--- config.mk ---
export PLATFORM = sky130hd
export DESIGN_NAME = grey_dither_sprite_packer_core
export DESIGN_NICKNAME = d
export VERILOG_FILES = /design/src/gdsp_pkg.sv /design/src/gdsp_classify.sv /design/src/grey_dither_sprite_packer_core.sv
export SDC_FILE = /design/constraint.sdc
export NUM_CORES = 1
export LEC_CHECK = 0
export BUFFER_PORTS_ARGS = -buffer_cell sky130_fd_sc_hd__buf_2
export CORE_MARGIN = 4
export CORE_UTILIZATION = 55
export DETAILED_ROUTE_END_ITERATION = 6
export PLACE_DENSITY = 0.74
export SYNTH_ARGS = -nofsm -noshare
export SYNTH_HDL_FRONTEND = slang
export SYNTH_SLANG_ARGS = --single-unit
export TNS_END_PERCENT = 5
--- constraint.sdc ---
create_clock -name i_clk -period 10.96 [get_ports i_clk]
set_input_delay 0.548 -clock i_clk [delete_from_list [all_inputs] [get_ports i_clk]]
set_output_delay 0.548 -clock i_clk [all_outputs]
set_load 0.02 [all_outputs]
--- src/gdsp_pkg.sv ---
package gdsp_pkg;

    // level code: 0 white, 1..3 greys, black outside the 2-bit range
    typedef logic [2:0] t_code;

    localparam t_code CODE_WHITE = 3'd0;
    localparam t_code CODE_GREY3 = 3'd1;
    localparam t_code CODE_GREY2 = 3'd2;
    localparam t_code CODE_GREY1 = 3'd3;
    localparam t_code CODE_BLACK = 3'd4;

    localparam int NUM_BANDS = 8;
    localparam int THR_W     = 13;

    typedef logic signed [THR_W-1:0] t_thr;
    typedef t_thr t_thr_array [NUM_BANDS];

    localparam t_code DARKER [NUM_BANDS] = '{
        CODE_BLACK, CODE_BLACK, CODE_GREY1, CODE_GREY1,
        CODE_GREY2, CODE_GREY2, CODE_GREY3, CODE_GREY3
    };
    localparam t_code LIGHTER [NUM_BANDS] = '{
        CODE_BLACK, CODE_GREY1, CODE_GREY1, CODE_GREY2,
        CODE_GREY2, CODE_GREY3, CODE_GREY3, CODE_WHITE
    };

    // configuration
    localparam int CFG_INDEX_W = 1;
    localparam int CFG_DATA_W  = 9;
    localparam logic [CFG_INDEX_W-1:0] CFG_BAND_BASE  = 1'd0;
    localparam logic [CFG_INDEX_W-1:0] CFG_BAND_WIDTH = 1'd1;

    localparam logic signed [8:0] BAND_BASE_RESET  = 9'sd0;
    localparam logic [7:0]        BAND_WIDTH_RESET = 8'd25;

    // sum/3 as (sum * 683) >> 11, exact for sums up to 765
    localparam logic [9:0] DIV3_MUL   = 10'd683;
    localparam int         DIV3_SHIFT = 11;

    // pixel after the input register
    typedef struct packed {
        logic [7:0] grey;
        logic       same;       // column and row parity equal
        logic [1:0] pos;        // pixel position within the group of four
        logic       emit;
        logic       frame;
        logic [5:0] row_idx;
        logic [2:0] byte_col;
    } t_pix;

endpackage

--- src/gdsp_classify.sv ---
module gdsp_classify
    import gdsp_pkg::*;
(
    input  logic [7:0] i_grey,
    input  logic       i_same,
    input  t_thr_array i_thr,
    output t_code      o_code
);

    t_thr                 grey_s;
    logic [NUM_BANDS-1:0] below;

    assign grey_s = $signed({5'b0, i_grey});

    always_comb begin
        for (int k = 0; k < NUM_BANDS; k++) begin
            below[k] = grey_s < i_thr[k];
        end
    end

    // lowest band that the level falls under wins; odd bands are the dithered ones
    always_comb begin
        o_code = CODE_WHITE;
        for (int k = NUM_BANDS - 1; k >= 0; k--) begin
            if (below[k]) begin
                if (k[0] == 1'b0 || i_same) begin
                    o_code = DARKER[3'(k)];
                end else begin
                    o_code = LIGHTER[3'(k)];
                end
            end
        end
    end

endmodule

--- src/grey_dither_sprite_packer_core.sv ---
// grey-level dither packer for 2-bit multicolour sprite bytes
//
// s_* takes one rgb pixel per item in raster order: s_tdata holds red, green,
// blue; s_tuser marks the first pixel of an image and restarts row, column
// and the byte being built. every fourth pixel of a row (and the last pixel
// of a row whose width is not a multiple of four) closes a group, and one
// item leaves on m_* with the colour byte, outline byte, row and byte column.
// the config port sets band base and band width; write it only while idle.
//
// throughput: one pixel per cycle while no closing pixel is held. a group's
// result shows on m_tvalid once its last pixel has passed the input register
// (grey level into it) and then the output register (classify and pack into it).
// reset clears counters, accumulators and both valid flags and loads the
// band defaults. while the receiver stalls, the pending result holds and
// pixels that do not close a group keep flowing; a closing pixel waits in
// the input register, and s_tready drops once that register is blocked.
module grey_dither_sprite_packer_core
    import gdsp_pkg::*;
#(
    parameter int IMAGE_WIDTH  = 24,
    parameter int IMAGE_HEIGHT = 42
)
(
    input  logic                   i_clk,
    input  logic                   i_rst_n,

    input  logic                   i_cfg_we,
    input  logic [CFG_INDEX_W-1:0] i_cfg_index,
    input  logic [CFG_DATA_W-1:0]  i_cfg_data,

    input  logic                   s_tvalid,
    output logic                   s_tready,
    input  logic [23:0]            s_tdata,   // red[7:0], green[15:8], blue[23:16]
    input  logic                   s_tuser,   // frame_start

    output logic                   m_tvalid,
    input  logic                   m_tready,
    output logic [31:0]            m_tdata    // colour_byte[7:0], outline_byte[15:8],
                                              // row_index[21:16], byte_column[24:22], 0
);

    localparam int COL_W = $clog2(IMAGE_WIDTH);
    localparam int ROW_W = (IMAGE_HEIGHT > 1) ? $clog2(IMAGE_HEIGHT) : 1;
    localparam logic [COL_W-1:0] COL_LAST = COL_W'(IMAGE_WIDTH - 1);
    localparam logic [ROW_W-1:0] ROW_LAST = ROW_W'(IMAGE_HEIGHT - 1);

    // configuration
    logic signed [8:0] r_band_base;
    logic [7:0]        r_band_width;
    t_thr_array        r_thr;

    always_ff @(posedge i_clk) begin
        if (!i_rst_n) begin
            r_band_base  <= BAND_BASE_RESET;
            r_band_width <= BAND_WIDTH_RESET;
        end else if (i_cfg_we) begin
            unique case (i_cfg_index)
                CFG_BAND_BASE:  r_band_base  <= $signed(i_cfg_data);
                CFG_BAND_WIDTH: r_band_width <= i_cfg_data[7:0];
                default: ;
            endcase
        end
    end

    // thresholds are registered from the config registers and follow them in the next cycle
    always_ff @(posedge i_clk) begin
        for (int k = 0; k < NUM_BANDS; k++) begin
            r_thr[k] <= THR_W'(r_band_base) + THR_W'(r_band_width) * THR_W'(k + 1);
        end
    end

    // input side: position counters and grey level
    logic [COL_W-1:0] r_col;
    logic [ROW_W-1:0] r_row;
    logic [COL_W-1:0] col_cur;
    logic [ROW_W-1:0] row_cur;
    logic [8:0]       col_ext;
    logic [8:0]       row_ext;
    logic             row_end;
    logic [9:0]       sum;
    logic [19:0]      prod;
    logic             s_accept;
    t_pix             n_s1;

    t_pix             r_s1;
    logic             r_s1_valid;
    logic             s1_move;
    logic             out_free;

    assign s_accept = s_tvalid && s_tready;
    assign col_cur  = s_tuser ? '0 : r_col;
    assign row_cur  = s_tuser ? '0 : r_row;
    assign col_ext  = 9'(col_cur);
    assign row_ext  = 9'(row_cur);
    assign row_end  = (col_cur == COL_LAST);

    assign sum  = 10'(s_tdata[7:0]) + 10'(s_tdata[15:8]) + 10'(s_tdata[23:16]);
    assign prod = 20'(sum) * 20'(DIV3_MUL);

    always_comb begin
        n_s1.grey     = prod[DIV3_SHIFT +: 8];
        n_s1.same     = ~(col_cur[0] ^ row_cur[0]);
        n_s1.pos      = col_ext[1:0];
        n_s1.emit     = (col_ext[1:0] == 2'b11) || row_end;
        n_s1.frame    = s_tuser;
        n_s1.row_idx  = row_ext[5:0];
        n_s1.byte_col = col_ext[4:2];
    end

    always_ff @(posedge i_clk) begin
        if (!i_rst_n) begin
            r_col <= '0;
            r_row <= '0;
        end else if (s_accept) begin
            if (row_end) begin
                r_col <= '0;
                r_row <= (row_cur == ROW_LAST) ? '0 : row_cur + 1'b1;
            end else begin
                r_col <= col_cur + 1'b1;
                r_row <= row_cur;
            end
        end
    end

    // a pixel that does not close a group never waits for the output side
    assign out_free = !m_tvalid || m_tready;
    assign s1_move  = r_s1_valid && (!r_s1.emit || out_free);
    assign s_tready = !r_s1_valid || s1_move;

    always_ff @(posedge i_clk) begin
        if (!i_rst_n) begin
            r_s1_valid <= 1'b0;
        end else if (s_tready) begin
            r_s1_valid <= s_tvalid;
        end
    end

    always_ff @(posedge i_clk) begin
        if (s_accept) begin
            r_s1 <= n_s1;
        end
    end

    // classify and pack
    t_code      code;
    logic [1:0] colour_pair;
    logic [1:0] outline_pair;
    logic [2:0] shift;
    logic [7:0] colour_base;
    logic [7:0] outline_base;
    logic [7:0] n_colour_acc;
    logic [7:0] n_outline_acc;
    logic [7:0] r_colour_acc;
    logic [7:0] r_outline_acc;
    logic       r_m_tvalid;
    logic [31:0] r_m_tdata;

    gdsp_classify u_classify (
        .i_grey (r_s1.grey),
        .i_same (r_s1.same),
        .i_thr  (r_thr),
        .o_code (code)
    );

    assign colour_pair   = (code == CODE_BLACK) ? 2'b00 : code[1:0];
    assign outline_pair  = (code == CODE_BLACK) ? 2'b11 : 2'b00;
    assign shift         = {~r_s1.pos, 1'b0};
    assign colour_base   = r_s1.frame ? 8'h00 : r_colour_acc;
    assign outline_base  = r_s1.frame ? 8'h00 : r_outline_acc;
    assign n_colour_acc  = colour_base | (8'(colour_pair) << shift);
    assign n_outline_acc = outline_base | (8'(outline_pair) << shift);

    always_ff @(posedge i_clk) begin
        if (!i_rst_n) begin
            r_colour_acc  <= 8'h00;
            r_outline_acc <= 8'h00;
        end else if (s1_move) begin
            if (r_s1.emit) begin
                r_colour_acc  <= 8'h00;
                r_outline_acc <= 8'h00;
            end else begin
                r_colour_acc  <= n_colour_acc;
                r_outline_acc <= n_outline_acc;
            end
        end
    end

    always_ff @(posedge i_clk) begin
        if (!i_rst_n) begin
            r_m_tvalid <= 1'b0;
        end else if (s1_move && r_s1.emit) begin
            r_m_tvalid <= 1'b1;
        end else if (m_tready) begin
            r_m_tvalid <= 1'b0;
        end
    end

    always_ff @(posedge i_clk) begin
        if (s1_move && r_s1.emit) begin
            r_m_tdata <= {7'b0, r_s1.byte_col, r_s1.row_idx, n_outline_acc, n_colour_acc};
        end
    end

    assign m_tvalid = r_m_tvalid;
    assign m_tdata  = r_m_tdata;

endmodule

* Word level (Yosys, flattened, before mapping) *
Cells that the tools add are included.

word-level totals
  register bits after elaboration = 190

operators by class
  add/subtract/negate cells = 12
  multipliers = 5
  order comparisons = 8
  equality and inequality tests = 4
  shift-type cells = 2
  multiplexer cells = 23
  bitwise gates (word level) = 6
  reduce and logical (&&, ||, !) cells = 13

operators with widths
  operator                  count
  $add A9 B12 Y13           4
  $lt A9 B13 Y1             4
  $mux W8                   4
  $mux W3                   9
  $add A9 B11 Y12           2
  $lt A9 B12 Y1             2
  $mul A8 B3 Y11 const B    2
  $mul A8 B2 Y10 const B    2
  $mul A10 B10 Y19 const B  1
  $mux W6                   3
  $or A8 B8 Y8              2
  $shl A2 B3 Y8             2
  $add A9 B10 Y11           1
  $lt A9 B11 Y1             1
  $add A9 B8 Y10            1
  $add A9 B9 Y10            1
  $lt A9 B10 Y1             1
  $mux W5                   2
  $add A8 B8 Y9             1
  $add A6 B1 Y6 const B     1
  $eq A6 B6 Y1 const B      1
  $add A5 B1 Y5 const B     1
  $eq A5 B5 Y1 const B      1
  $logic_or A1 B1 Y1        4
  other kinds (11)          20

* Depth between registers and ports, before layout *
  word-level depth = 14
  gate-level depth with buffers = 30
  mapped depth without buffers = 30

* Modules after synthesis *
Synthesis repeated with hierarchy kept, for this count alone.

unflattened totals
  cells, all modules = 1,291
  area total of the unflattened synthesis = 12,428.2 um^2

modules (own cells, without submodules)
  module                          times used  cells each  area an instance (um^2)
  grey_dither_sprite_packer_core  1           1,182       11,619.9
  gdsp_classify                   1           109         808.3

* Worst setup path before layout *
No wires, ideal clock.

  path kind = input-to-reg
  from = input s_tdata[1]
  to = register r_s1[19] (netlist name) (data pin)
  setup time = 265 ps
  arrival = 6,117 ps
  data required time = 10,695 ps
  setup slack = 4,578 ps
  stages on the path = 30
  path buffers = 0
  cells stage by stage = inv_1 -> fa_1 -> inv_1 -> ha_1 -> inv_1 -> fa_1 -> nor2b_1 -> o21ai_0 -> nand2b_1 -> nand2_1 -> nand2b_1 -> a21o_1 -> xor2_1 -> ha_1 -> ha_1 -> inv_1 -> fa_1 -> inv_1 -> fa_1 -> inv_1 -> fa_1 -> inv_1 -> ha_1 -> a21oi_1 -> a21oi_1 -> a211oi_1 -> o211ai_1 -> nor2_1 -> o21ai_0 -> xor2_1

RTL lines
  element                 line                                   source
  start: declaration      grey_dither_sprite_packer_core.sv:33   input logic [23:0] s_tdata,
  end signal: assignment  grey_dither_sprite_packer_core.sv:140  r_s1 <= n_s1;
  end: declaration        grey_dither_sprite_packer_core.sv:85   t_pix r_s1;

==> results by group <==
Detailed routing
  • Pre-antenna DRT Iters: 5
  • DRC viols: 0
  • Vias per inst: 5.22
  • Initial DRC Count: ~330
  • ANT nets after route: 0
  • Total routed wirelength: between 15 and 20 mm
  • Drt wl/cell: 13.8 um
  • Vias: 6358

Clocking
  • Clk Latency, worst-skew pair: 0.42 ns
  • CTS tree: built
  • Sink Count: 136
  • Hold Buf Count CTS: 0
  • Postcts setup bufs: 0
  • Clk slew on worst S/H paths: around 0.060 ns
  • CTS buffer count: 17
  • CTS root buf: clkbuf_16
  • CTS max path bufs: 2
  • Resize count post-CTS: 0
  • CTS HTree Levels: 4

Final layout
  • Most frequent cells in the layout: ha_1 (137), inv_1 (135), dfxtp_1 (89)
  • Nets: 1200
  • Fraction of layout cells with a size suffix above 1: 11.3%
  • Commonest non-fill, non-tap cell in the layout: ha_1
  • Fill count: 1291
  • Multi-input logic area: approximately 5300 sq um
  • FF/Latch Area: 3190 sq um
  • Number of diodes: 0
  • Area grow syn2layout: 11.6%

Place
  • Port bufs: 66
  • Routability cong.: 0.850
  • HPWL Detailed: between 10 and 15 mm

STA
  • Tcrit/Tclk final: 58.9%
  • Setup TNS Final: 0 ns
  • Setup violators final: 0
  • Worst Max-Slew Pin Slew: ~1.2 ns
  • Fin crit period: approximately 6.5 ns
  • Worst slew margin: 20.3%
  • Clk_skew: 0.0103 ns
  • Final Hold Vio Count: 0
  • Final Slew Violations: 0
  • FMAX: 155 MHz
  • RSZ-0062 raised after global routing: no

Yosys
  • Cell Area, Synth: 9090 sq um
  • Ys Warns: 0
  • Post-synth top area cell: dfxtp_1
  • Part of the Yosys area used for sequential elements: 35.1%
  • Most used DFF post-synth: dfxtp_1
  • Seq cells post-synth: 136
  • EDFF count, synth: 47
  • Synth cell types: 61
  • Area contributors post-synth: dfxtp_1 (20%), ha_1 (19%), edfxtp_1 (16%), fa_1 (7.7%), inv_1 (5.6%)
  • Share of the synthesized area in the top cell type: between 10% and 20%
  • Mapped Cells: around 920
  • Syn Area/Cell: ~9.8 sq um
  • Post-synthesis async set-or-reset flop share: 0%

Critical path
  • Crit-path slowest cell: fa_1
  • CP Capture Type: flop
  • Crit path from: s_tdata[1]
  • Critical Path AT: 6.61 ns
  • CP Class: in -> reg
  • Most used cell, CP: inv_1
  • Worst-path maximum fanout: 6
  • Setup crit start kind: input pin
  • Max incr delay on CP: 0.53 ns
  • RR Startpoint: r_band_width[1]
  • Worst Path Required: 11.12 ns

Die
  • Chip height: between 100 and 150 um
  • Horiz. Die Dim: 137 um
  • Cell Rows: 46
  • Die area: approximately 19000 sq um
  • Initial Util: 56.6%
  • Ports: 74
  • Core Area: 16100 sq um

Job
  • Max Cap Viol: 0

GRT
  • First-pass GRT wire length: 28.6 mm
  • Total global routing track utilization: about a fifth
  • Global route hottest layer: met2
  • Global routing usage on met1: 25.8%
  • Total grt overflow: 0
  • Met3 Usage GRT: 2.94%
  • Initial antenna violation count: 0
  • Vias in the first global route: between 6000 and 7000
  • Largest net degree at the start of global routing: 41
  • GR Util met2: a little under a third

Hold path
  • Worst min path class: in -> reg
  • Hold_sp: i_cfg_data[3]

Outcome
  • Outcome: completed
layer usage:
metal	routed length, um	vias to the layer above	share of wire, %
li1	-	3269	-
met2	7790	116	47
met5	0	-	0
met1	8080	2952	48
met4	266	0	1.6
met3	609	21	3.6
area by class of cell:
| type | instances | area share, % |
|---|---|---|
| clock buffer | 18 | 4.23 |
| clock inverter | 14 | 1.22 |
| inverter | 135 | 5.00 |
| multi-input combinational | 632 | 52.2 |
| sequential | 136 | 31.5 |
| tap | 216 | 2.66 |
| timing repair buffer | 66 | 3.26 |
registers in the layout, summed over array words and instances (netlist names), 6 cells and up:
name,cells
m_tdata,25
r_s1,22
r_band_base,9
r_band_width,8
r_colour_acc,8
r_outline_acc,8
r_thr,43
r_row,6
through the flow:
step | cell area (sq um) | hold slack [ns] | cells | worst slack, ns | utilization (%)
2_1_floorplan | 9110 | 0.355 | 929 | 4.58 | -
3_3_place_gp | 9590 | 0.392 | 1185 | 4.23 | 59.7
3_5_place_dp | 9590 | 0.399 | 1185 | 4.07 | 59.7
4_1_cts | 10100 | 0.335 | 1217 | 4.49 | 63.2
5_1_grt | 10100 | 0.348 | 1217 | 3.99 | 63.2
6_report | 10100 | 0.350 | 1217 | 4.51 | 63.2
worst paths after layout:
kind	to	slack, ns	depth (start not counted)
hold reg to reg	r_thr[52]	0.40	0
setup / recovery	r_s1[19]	4.51	31
setup reg to reg	r_thr[76]	7.66	15
hold / removal	r_band_width[3]	0.35	3
critical path: cells and delay by family:
family	cells	cell delay [ns]
buffers and inverters	8	0.43
adder cells (fa/ha/maj)	9	3.46
AND/OR/NAND/NOR	5	0.62
XOR/XNOR	2	0.36
AO/OA/AOI/OAI	7	1.19
logic make-up (layout without fill, tap and decap cells):
logic type / Yosys count / in the layout / synth area share, %
AOI/OAI and AO/OA: 197 / 197 / 14.8
xor gates and xnor gates: 59 / 59 / 5.68
adders and majority gates: 172 / 172 / 26.6
buffers and inverters: 161 / 233 / 6.95
DFF: 136 / 136 / 35.1
other: 1 / 7 / 0.0412
and+or+nand+nor: 197 / 197 / 10.8
cell usage after synthesis (2+ instances only):
| master | count |
|---|---|
| ha_1 | 137 |
| a211o_1 | 2 |
| o21bai_1 | 5 |
| o211ai_4 | 2 |
| or3_1 | 3 |
| o211ai_1 | 6 |
| and3_1 | 3 |
| dfxtp_1 | 89 |
| nor2_2 | 2 |
| o31ai_1 | 2 |
| a21o_1 | 21 |
| nand2_1 | 79 |
| fa_1 | 35 |
| nor2_1 | 23 |
| a21oi_1 | 49 |
| edfxtp_1 | 47 |
| or2_2 | 2 |
| nand4_1 | 8 |
| o22ai_1 | 17 |
| a21boi_0 | 26 |
| and2_1 | 5 |
| inv_1 | 135 |
| o21a_1 | 6 |
| a211oi_1 | 5 |
| nor2b_1 | 31 |
| o221ai_1 | 2 |
| a22o_1 | 6 |
| nand2b_1 | 13 |
| xor2_1 | 16 |
| nor3b_1 | 2 |
| xnor2_1 | 43 |
| buf_4 | 7 |
| o21ai_0 | 29 |
| nor3_1 | 7 |
| clkbuf_1 | 17 |
| a22oi_1 | 5 |
| nand3_1 | 12 |
Power is left out: the tool's default activity adds up to more than one toggle a clock period on the data nets, which glitch-free logic cannot reach.
